## config.mk

```make
export PLATFORM = sky130hd
export DESIGN_NAME = arcade_coin_joystick_io_top
export DESIGN_NICKNAME = d
export VERILOG_FILES = /design/src/design/acjio_pkg.sv /design/src/design/acjio_credit.sv /design/src/design/arcade_coin_joystick_io_top.sv
export SDC_FILE = /design/constraint.sdc
export NUM_CORES = 1
export LEC_CHECK = 0
export BUFFER_PORTS_ARGS = -buffer_cell sky130_fd_sc_hd__buf_2
export CORE_MARGIN = 8
export CORE_UTILIZATION = 40
export DETAILED_ROUTE_END_ITERATION = 16
export PLACE_DENSITY_LB_ADDON = 0.05
export SLEW_MARGIN = 25
export SYNTH_ARGS = -nofsm -noshare
export SYNTH_HDL_FRONTEND = slang
export SYNTH_SLANG_ARGS = --single-unit
```

## constraint.sdc

```tcl
create_clock -name clk -period 8.6 [get_ports clk]
set_input_delay 0.86 -clock clk [delete_from_list [all_inputs] [get_ports clk]]
set_output_delay 0.86 -clock clk [all_outputs]
set_load 0.02 [all_outputs]
```

## src/design/acjio_pkg.sv

```systemverilog
package acjio_pkg;

	// Bus operation codes
	localparam logic [1:0] OP_CMD_WRITE = 2'd0;
	localparam logic [1:0] OP_CMD_READ  = 2'd1;
	localparam logic [1:0] OP_DATA_READ = 2'd2;
	localparam logic [1:0] OP_NOP       = 2'd3;

	// Command bytes
	localparam logic [7:0] CMD_STOP_PULSE  = 8'h10;
	localparam logic [7:0] CMD_SWITCH_A    = 8'h61;
	localparam logic [7:0] CMD_SWITCH_B    = 8'ha1;
	localparam logic [7:0] CMD_CREDIT      = 8'h91;
	localparam logic [7:0] CMD_READ_INPUTS = 8'h71;

	// Data register offsets
	localparam logic [3:0] OFS_CREDIT   = 4'd0;
	localparam logic [3:0] OFS_JOYSTICK = 4'd1;
	localparam logic [3:0] OFS_CREDIT_LAST = 4'd2;

	localparam logic [7:0] READ_INVALID = 8'hff;
	localparam logic [6:0] CREDIT_MAX   = 7'd99;

	// Bit positions on the active-low ports
	localparam int unsigned CS_COIN1    = 4;
	localparam int unsigned CS_COIN2    = 5;
	localparam int unsigned CS_COIN3    = 6;
	localparam int unsigned CS_START1   = 2;
	localparam int unsigned CS_START2   = 3;
	localparam int unsigned CS_SERVICE  = 7;
	localparam int unsigned JS_UP       = 0;
	localparam int unsigned JS_RIGHT    = 1;
	localparam int unsigned JS_DOWN     = 2;
	localparam int unsigned JS_LEFT     = 3;
	localparam int unsigned JS_FIRE     = 4;

	typedef struct packed {
		logic [1:0] operation;
		logic [3:0] offset;
		logic [7:0] write_value;
		logic [7:0] coin_start_port;
		logic [7:0] joystick_port;
	} acjio_req_t;

	typedef struct packed {
		logic [7:0] read_data;
		logic       pulse_active;
	} acjio_rsp_t;

endpackage

```

## src/design/acjio_credit.sv

```systemverilog
module acjio_credit (
	input  logic       clk,
	input  logic       arst_n,
	input  logic       en,
	input  logic [7:0] coin_start_port,
	output logic [7:0] credit_bcd
);
	import acjio_pkg::*;

	logic [6:0]  count_q;
	logic [6:0]  c1, c2, c3, c4, count_next;
	logic [14:0] tens_prod;
	logic [3:0]  tens;
	logic [6:0]  tens_x10;
	logic [3:0]  ones;

	// Add coins with saturation, then take credits for the start buttons
	always_comb begin
		c1 = (!coin_start_port[CS_COIN1] && count_q < CREDIT_MAX) ? count_q + 7'd1 : count_q;
		c2 = (!coin_start_port[CS_COIN2] && c1 < CREDIT_MAX) ? c1 + 7'd1 : c1;
		c3 = (!coin_start_port[CS_COIN3] && c2 < CREDIT_MAX) ? c2 + 7'd1 : c2;
		c4 = (!coin_start_port[CS_START1] && c3 >= 7'd1) ? c3 - 7'd1 : c3;
		count_next = (!coin_start_port[CS_START2] && c4 >= 7'd2) ? c4 - 7'd2 : c4;
	end

	// Split into BCD digits: tens by reciprocal multiply, exact for 0..99
	assign tens_prod  = 15'(count_next) * 15'd205;
	assign tens       = tens_prod[14:11];
	assign tens_x10   = 7'({tens, 3'b000}) + 7'({tens, 1'b0});
	assign ones       = 4'(count_next - tens_x10);
	assign credit_bcd = {tens, ones};

	// Hold the count, update on a counting read
	always_ff @(posedge clk or negedge arst_n) begin
		if (!arst_n) begin
			count_q <= '0;
		end else if (en) begin
			count_q <= count_next;
		end
	end

endmodule

```

## src/design/arcade_coin_joystick_io_top.sv

```systemverilog
// Input chip of an arcade board, driven by CPU bus accesses. Each request
// transaction carries one access (command write, command read or data read)
// together with the current coin/start and joystick port levels, and yields
// exactly one response transaction with the read byte and the state of the
// periodic interrupt pulse. One access is taken every clock cycle while
// req_stall is low; a response passes through the input register and then
// the response register. A stalled response blocks new requests only
// once the input register is also occupied.
module arcade_coin_joystick_io_top (
	input  logic                 clk,
	input  logic                 arst_n,
	input  logic                 req_valid,
	output logic                 req_stall,
	input  acjio_pkg::acjio_req_t req,
	output logic                 rsp_valid,
	input  logic                 rsp_stall,
	output acjio_pkg::acjio_rsp_t rsp
);
	import acjio_pkg::*;

	acjio_req_t req_s1;
	logic       valid_s1;
	acjio_rsp_t rsp_q;
	logic       rsp_valid_q;
	logic [7:0] command_q;
	logic       switch_mode_q;
	logic       pulse_q;

	logic       advance;
	logic       credit_en;
	logic [7:0] credit_bcd;
	logic [3:0] joy_dir;
	logic [7:0] data_byte;
	logic [7:0] read_byte;
	logic       pulse_next;
	logic       up, right, down, left;

	assign advance   = valid_s1 && (!rsp_valid_q || !rsp_stall);
	assign req_stall = valid_s1 && !advance;
	assign rsp_valid = rsp_valid_q;
	assign rsp       = rsp_q;

	// Count credits only on a credit read under the input command
	assign credit_en = advance && req_s1.operation == OP_DATA_READ
		&& command_q == CMD_READ_INPUTS && req_s1.offset == OFS_CREDIT;

	acjio_credit u_credit (
		.clk             (clk),
		.arst_n          (arst_n),
		.en              (credit_en),
		.coin_start_port (req_s1.coin_start_port),
		.credit_bcd      (credit_bcd)
	);

	// Encode the 8-way joystick; up beats down, right beats left
	always_comb begin
		up    = !req_s1.joystick_port[JS_UP];
		right = !req_s1.joystick_port[JS_RIGHT];
		down  = !req_s1.joystick_port[JS_DOWN];
		left  = !req_s1.joystick_port[JS_LEFT];
		if (up) begin
			joy_dir = right ? 4'd1 : (left ? 4'd7 : 4'd0);
		end else if (down) begin
			joy_dir = right ? 4'd3 : (left ? 4'd5 : 4'd4);
		end else if (right) begin
			joy_dir = 4'd2;
		end else if (left) begin
			joy_dir = 4'd6;
		end else begin
			joy_dir = 4'd8;
		end
	end

	// Select the data read byte
	always_comb begin
		data_byte = READ_INVALID;
		if (command_q == CMD_READ_INPUTS) begin
			if (req_s1.offset == OFS_CREDIT) begin
				data_byte = switch_mode_q
					? (req_s1.coin_start_port & 8'h80) : credit_bcd;
			end else if (req_s1.offset == OFS_JOYSTICK) begin
				data_byte = {3'b000, req_s1.joystick_port[JS_FIRE], joy_dir};
			end
		end else if (command_q == CMD_CREDIT) begin
			if (req_s1.offset <= OFS_CREDIT_LAST) begin
				data_byte = 8'h00;
			end
		end
	end

	// Select the response byte and next pulse state
	always_comb begin
		read_byte  = 8'h00;
		pulse_next = pulse_q;
		case (req_s1.operation)
			OP_CMD_WRITE: pulse_next = (req_s1.write_value != CMD_STOP_PULSE);
			OP_CMD_READ:  read_byte  = command_q;
			OP_DATA_READ: read_byte  = data_byte;
			default:      read_byte  = 8'h00;
		endcase
	end

	// Advance the input register
	always_ff @(posedge clk or negedge arst_n) begin
		if (!arst_n) begin
			valid_s1 <= 1'b0;
		end else if (!req_stall) begin
			valid_s1 <= req_valid;
		end
	end

	always_ff @(posedge clk) begin
		if (req_valid && !req_stall) begin
			req_s1 <= req;
		end
	end

	// Hold command, mode and pulse state
	always_ff @(posedge clk or negedge arst_n) begin
		if (!arst_n) begin
			command_q     <= '0;
			switch_mode_q <= 1'b0;
			pulse_q       <= 1'b0;
		end else if (advance) begin
			pulse_q <= pulse_next;
			if (req_s1.operation == OP_CMD_WRITE) begin
				command_q <= req_s1.write_value;
				if (req_s1.write_value == CMD_SWITCH_A
						|| req_s1.write_value == CMD_SWITCH_B) begin
					switch_mode_q <= 1'b1;
				end else if (req_s1.write_value == CMD_CREDIT) begin
					switch_mode_q <= 1'b0;
				end
			end
		end
	end

	// Load the response register, drop valid once taken
	always_ff @(posedge clk or negedge arst_n) begin
		if (!arst_n) begin
			rsp_valid_q <= 1'b0;
		end else if (advance) begin
			rsp_valid_q <= 1'b1;
		end else if (!rsp_stall) begin
			rsp_valid_q <= 1'b0;
		end
	end

	always_ff @(posedge clk) begin
		if (advance) begin
			rsp_q.read_data    <= read_byte;
			rsp_q.pulse_active <= pulse_next;
		end
	end

endmodule
```

==> results.ini, run 1 <==
[critical_path]
cpPeakStageDelay_ns=0.55
critPathKind=flop to flop
start_kind=flop
arrival_ns=9.18
cp_slowest_cell=or4_4
cp_max_fo=4
cp-end-kind=flop
critPathRequiredTime_ns=8.63

[place]
port_buffers=39
dpl_cell_area_mm2=0.005922
dp_cells=761
gp_congestion=0.8277
hpwl_um=10020

[floorplan]
core_area_mm2=0.01137
die_area_mm2=0.01535
die_y_um=123.9
ios=45
initial_utilization=0.4097
die_w_um=123.9
rows=39

[power_and_ir_drop]
leakagePower_nw=2.778
p_total_mw=0.7447
ir_drop_mv=0.2291
p_per_area_mw_per_mm2=119.1

[yosys]
synth_top_area_share=0.2192
ys_async_sr_fraction=0.3585
synthCells=480
synth-xor-area-share=0.06339
synthTopCellsByArea=edfxtp_1 22%, ha_1 11%, dfrtp_1 10%, xnor2_1 3.8%, fa_1 3.4%
synthAdderAreaFrac=0.1445
synth_ff_type=edfxtp_1
syn_area_per_cell_um2=9.705
syn-num-nets=563
synth_edf_count=34
synthSimpleGateAreaFrac=0.1848
netlist_area_mm2=0.004658
ys_ff_latch=53
synth_seq_area_share=0.3212
synth_common_cells=41 x ha_1, 41 x inv_1, 34 x edfxtp_1, 30 x nand2_1, 28 x nor2_1
ys_types=81
synth_top_family_by_area=compound AO/OA/AOI/OAI gates
yosys_warnings=0
synth.mux.area_fraction=0.03975
synth_compound_gate_area_share=0.1945
synth_largest_area_cell=edfxtp_1

[timing]
drv_slew=0
period_minus_slack_ns=9.149
grt_setup_unrepaired=true
hold_ws_ns=0.4872
fmax_ghz=0.1093
slew_headroom=0.3538
clock_skew_ns=0.008612
hold_viol=0
finalSetupViolations=5
worst_slew_pin_slew_ns=0.9612
final.period_utilization=1.064
fin_ws_ns=-0.5495

[final_layout]
nFillCells=1052
drive_gt1_frac=0.3908
design_area_mm2=0.006252
seq_area_mm2=0.001496
area_growth_pct=34.22
layoutNonFillerInstCount=775
final_nets=714
diodes=0
multi_input_area_mm2=0.003147

[drt]
m1WireLength_um=5349
wl_met2_um=6211
routed_wl_um=12120
drc_errors=0
wl_met3_um=298
drt_iter0_markers=230
vias_per_cell=5.342
post_drt_wl_per_cell_um=15.64
top_layer_used=met4
antenna_left=0
dr.pass1.iters=4
via_count=4140

[cts]
cts_made_buffers=5
root_buffer=clkbuf_16
clk_path_buf_depth=2
h-tree-depth=2
hold_buffers=0
clock-sinks=53
cts_tree=yes
clk_latency_ns=0.29
cts.clk_slew.worst_paths_ns=0.07

[grt]
first_global_vias=4168
antenna_found_initial=0
grt_overflow_total=0
grt_pass1_wl_um=19810
grt_start_max_net_pins=21
grtUsageTotal=0.1615

[run_status]
violations=negative setup slack
outcome=finished, violations left

[hold_path]
holdCritPathClass=input port to async pin

[job]
drv_cap=0

==> area by class of cell <==
cell class,count,share of cell area
Clock buffer,6,0.02401
Inverter,42,0.02522
Sequential cell,53,0.2393
Multi-Input combinational cell,370,0.5033
Timing Repair Buffer,159,0.1773
Tap cell,143,0.02862
Clock inverter,2,0.002201
==> placed cells by master (no fill, tap or decap), types with 4 or more instances in the layout <==
master,count
a211oi_1,4
a21oi_1,21
a21oi_2,4
a221oi_1,5
a31oi_1,5
and2_1,10
and3_1,7
buf_2,39
buf_4,119
clkbuf_16,6
dfrtp_1,19
edfxtp_1,34
fa_1,7
ha_1,34
ha_2,4
inv_1,39
mux2_2,12
nand2_1,30
nand2b_1,4
nand3_1,14
nand3b_1,5
nand4_1,6
nor2_1,27
nor2b_1,4
nor3_1,4
o21ai_0,13
o21ai_1,7
o31ai_1,8
or3_1,5
xnor2_1,18
xor2_1,7
==> what timing repair did <==
item / in CTS / in global routing
cloned: 0 / 0
pin swaps: 8 / 8
endpoints found under the setup margin: 7 / 7
resized for setup: 12 / 15
setup buffers: 4 / 2
==> metal layers <==
| metal | up-vias | track usage |
|---|---|---|
| li1 | 2084 | - |
| met1 | 1965 | 0.1934 |
| met2 | 74 | 0.2961 |
| met3 | 17 | 0.01904 |
| met4 | 0 | 0.04833 |
| met5 | - | 0 |
==> per-stage QoR <==
step                  util  setup WS (ns)  setup TNS [ns]
finish              0.5499        -0.5495          -1.667
global route        0.5499        -0.8915          -4.535
CTS                 0.5424        -0.5228          -1.935
detailed placement  0.5209        -0.6055          -2.423
global placement    0.5209        -0.5055          -2.026
floorplan                -       -0.02058        -0.02058
==> where the power goes <==
part / total (mW) / switching [mW] / internal, mW
combinational: 0.208 / 0.106 / 0.102
clock: 0.218 / 0.0914 / 0.126
sequential: 0.319 / 0.0198 / 0.299
==> critical path: cells and delay by family (launching register included) <==
| kind | cells | cell delay [ns] |
|---|---|---|
| multiplexers | 2 | 0.46 |
| flip-flops | 1 | 0.38 |
| XOR/XNOR | 3 | 0.50 |
| AND/OR/NAND/NOR | 11 | 2.45 |
| buffers and inverters | 5 | 0.72 |
| AO/OA/AOI/OAI | 10 | 2.00 |
| adder cells (fa/ha/maj) | 8 | 2.35 |
==> sequential cells by signal (all words and copies together), names as in the netlist <==
name and flops:
command_q 8, pulse_q 1, req_s1 25, rsp 9, rsp_valid 1, switch_mode_q 1, u_credit.count_q 7, valid_s1 1
==> worst paths after layout <==
kind / start / endpoint / slack (ns) / cells past startpoint
max in group asynchronous: arst_n / switch_mode_q / 7.80 / 1
worst max register to register: u_credit.count_q[2] / rsp[4] / -0.55 / 39
worst min-delay path: arst_n / valid_s1 / 0.49 / 1
worst min register to register: req_s1[20] / switch_mode_q / 0.49 / 1
min in group clk: req_s1[20] / switch_mode_q / 0.49 / 1
worst max-delay path: u_credit.count_q[2] / rsp[4] / -0.55 / 39
==> cells by family after synthesis <==
kind of cell	count (synthesis)
adder cells (fa/ha/maj)	49
flip-flops	53
buffers and inverters	57
XOR/XNOR	30
multiplexers	17
AND/OR/NAND/NOR	150
AO/OA/AOI/OAI	124
Note: power is estimated with default switching activity, not from simulation.
==> inputs of run 2 (changes only) <==
clock period = 8.4 ns   (was 8.6 ns; I/O delays follow)
==> run 2 against run 1 <==
The run still ends with negative setup slack left. Count of clock-buffer cells in the layout stayed put. First-iteration DRC count decreased by 7.8%. Largest power group unchanged. Critical endpoint unchanged. Sequential share of layout area is 0.74 points lower. Final area rose by 3.2%. Cell count increased by 1.7%. Largest cell class unchanged. Global-route usage up 0.57 points. Critical path type unchanged. Clock power increased by 3%. Highest routed layer unchanged.
==> results.ini, run 2 (same netlist as run 1, synthesis figures left out) <==
[run_status]
outcome=finished, violations left
violations=negative setup slack

[critical_path]
start_kind=flop
cp_max_fo=4  ; unchanged
cp_slowest_cell=or4_4
ff2ff_setup_slack_ns=-0.67  ; -0.12 ns
cp-startpoint=u_credit.count_q[2]
r2r_start=u_credit.count_q[2]
r2r_end=rsp[4]
worstRegToRegCells=39  ; unchanged
critPathRequiredTime_ns=8.43  ; -0.20 ns
critPathKind=flop to flop
arrival_ns=9.10  ; -0.08 ns
crit_end=rsp[4]
cpPeakStageDelay_ns=0.56  ; about the same
cp-end-kind=flop

[cts]
hold_buffers=0  ; unchanged
cts_made_buffers=5  ; unchanged
clk_path_buf_depth=2  ; unchanged
clk_latency_ns=0.30  ; about the same
cts_tree=yes
h-tree-depth=2  ; unchanged
clock-sinks=53  ; unchanged
root_buffer=clkbuf_16
cts.clk_slew.worst_paths_ns=0.08  ; about the same

[place]
pre_cts_ws_ns=-0.7356  ; -0.1301 ns
dpl_cell_area_mm2=0.005977  ; +0.93%
port_buffers=39  ; unchanged
gp_congestion=0.8479  ; +2.4%
hpwl_um=10160  ; +1.4%

[power_and_ir_drop]
p_total_mw=0.7948  ; +6.7%
p_per_area_mw_per_mm2=123.2  ; +3.4%
ir_drop_mv=0.1896  ; -17%
leakagePower_nw=2.839  ; +2.2%

[grt]
grtUsageTotal=0.1671  ; +0.005651
grt_start_max_net_pins=21  ; unchanged
first_global_vias=4358  ; +4.6%
antenna_found_initial=0  ; unchanged
grt_pass1_wl_um=20510  ; +3.6%
grt_overflow_total=0  ; unchanged

[floorplan]
die_w_um=123.9  ; unchanged
core_area_mm2=0.01137  ; unchanged
ios=45  ; unchanged
initial_utilization=0.4097  ; unchanged
die_y_um=123.9  ; unchanged
rows=39  ; unchanged
die_area_mm2=0.01535  ; unchanged

[drt]
dr.pass1.iters=4  ; unchanged
drc_errors=0  ; unchanged
routed_wl_um=12500  ; +3.1%
via_count=4178  ; +0.92%
post_drt_wl_per_cell_um=15.86  ; +1.4%
vias_per_cell=5.302  ; -0.75%
antenna_left=0  ; unchanged
drt_iter0_markers=212  ; -7.8%

[timing]
fmax_ghz=0.1103  ; +0.89%
grt_setup_unrepaired=true
drv_slew=0  ; unchanged
fin_ws_ns=-0.6684  ; -0.1189 ns
hold_viol=0  ; unchanged
finalSetupViolations=7  ; +2
tns_ns=-2.377  ; -0.7107 ns
final.period_utilization=1.080  ; +0.01568
worst_slew_pin_slew_ns=0.6476  ; -0.3135 ns
clock_skew_ns=0.01118  ; +0.002564 ns
period_minus_slack_ns=9.068  ; -0.08107 ns
slew_headroom=0.5657  ; +0.2119

[final_layout]
layout_common_cells=127 x buf_4, 39 x buf_2, 36 x inv_1
diodes=0  ; unchanged
final_common_cell=buf_4
design_area_mm2=0.006452  ; +3.2%
area_growth_pct=38.52
nFillCells=1014  ; -3.6%
drive_gt1_frac=0.4248  ; +0.03398
largest_reg_flops=25  ; unchanged
final_nets=727  ; +1.8%
top_register=req_s1

[job]
drv_cap=0  ; unchanged

[hold_path]
holdCritPathClass=input port to async pin

[run 2: changes by cell type in the layout (fill, tap and decap cells not counted), sizes merged]
cell	previous run	this run
buf	159	172
[run 2: what timing repair did]
| item | CTS | global route |
|---|---|---|
| pin swaps | 18 | 17 |
| setup endpoints to repair | 7 | 7 |
| setup buffers | 5 | 5 |
| resized for setup | 22 | 27 |
[run 2: area by class of cell]
cell class,count,area (um2),share of cell area
Multi-Input combinational cell,370,3239,0.5020
Clock inverter,2,13.76,0.002133
Tap cell,143,178.9,0.02773
Sequential cell,53,1496,0.2319
Clock buffer,6,150.1,0.02327
Inverter,42,157.7,0.02443
Timing Repair Buffer,172,1216,0.1885
[run 2: through the flow]
stage	instances	utilization	hold WS (ns)
4_1_cts	783	0.5510	0.4850
3_5_place_dp	770	0.5257	0.4690
6_report	788	0.5675	0.4720
2_1_floorplan	480	-	0.4397
5_1_grt	788	0.5675	0.4934
3_3_place_gp	770	0.5257	0.4587
[run 2: worst max-delay path, delay by kind of cell (launching register included)]
kind | cells | cell delay [ns]
compound gates | 10 | 2.27
flops | 1 | 0.38
buf+inv | 6 | 0.40
xor+xnor | 3 | 0.42
fa+ha+maj | 7 | 2.01
mux | 1 | 0.13
simple gates | 12 | 3.19
[run 2: layer usage]
metal	wire length [um]	global-route usage	vias to the layer above	part of all wire
met2	6344	0.3012	89	0.51
met1	5319	0.1916	1948	0.43
met4	410	0.06914	0	0.033
li1	-	-	2112	-
met3	423	0.02901	29	0.034
met5	0	0	-	0
[run 2: report_power, final]
group	switching [mW]	leakage, nW	internal (mW)	total (mW)
clock	0.0958	0.0824	0.129	0.225
combinational	0.120	2.21	0.123	0.243
sequential	0.0203	0.548	0.307	0.327
total	0.236	2.84	0.559	0.795
[run 2: how the worst min path moves through the flow]
stage                     from                   to  slack, ns  cells past startpoint
CTS                     arst_n  u_credit.count_q[6]       0.49                      1
global route            arst_n            rsp_valid       0.49                      1
detailed placement  req_s1[20]        switch_mode_q       0.47                      1
finish                  arst_n         command_q[5]       0.47                      1
floorplan           req_s1[20]        switch_mode_q       0.44                      1
global placement      valid_s1            rsp_valid       0.46                      1
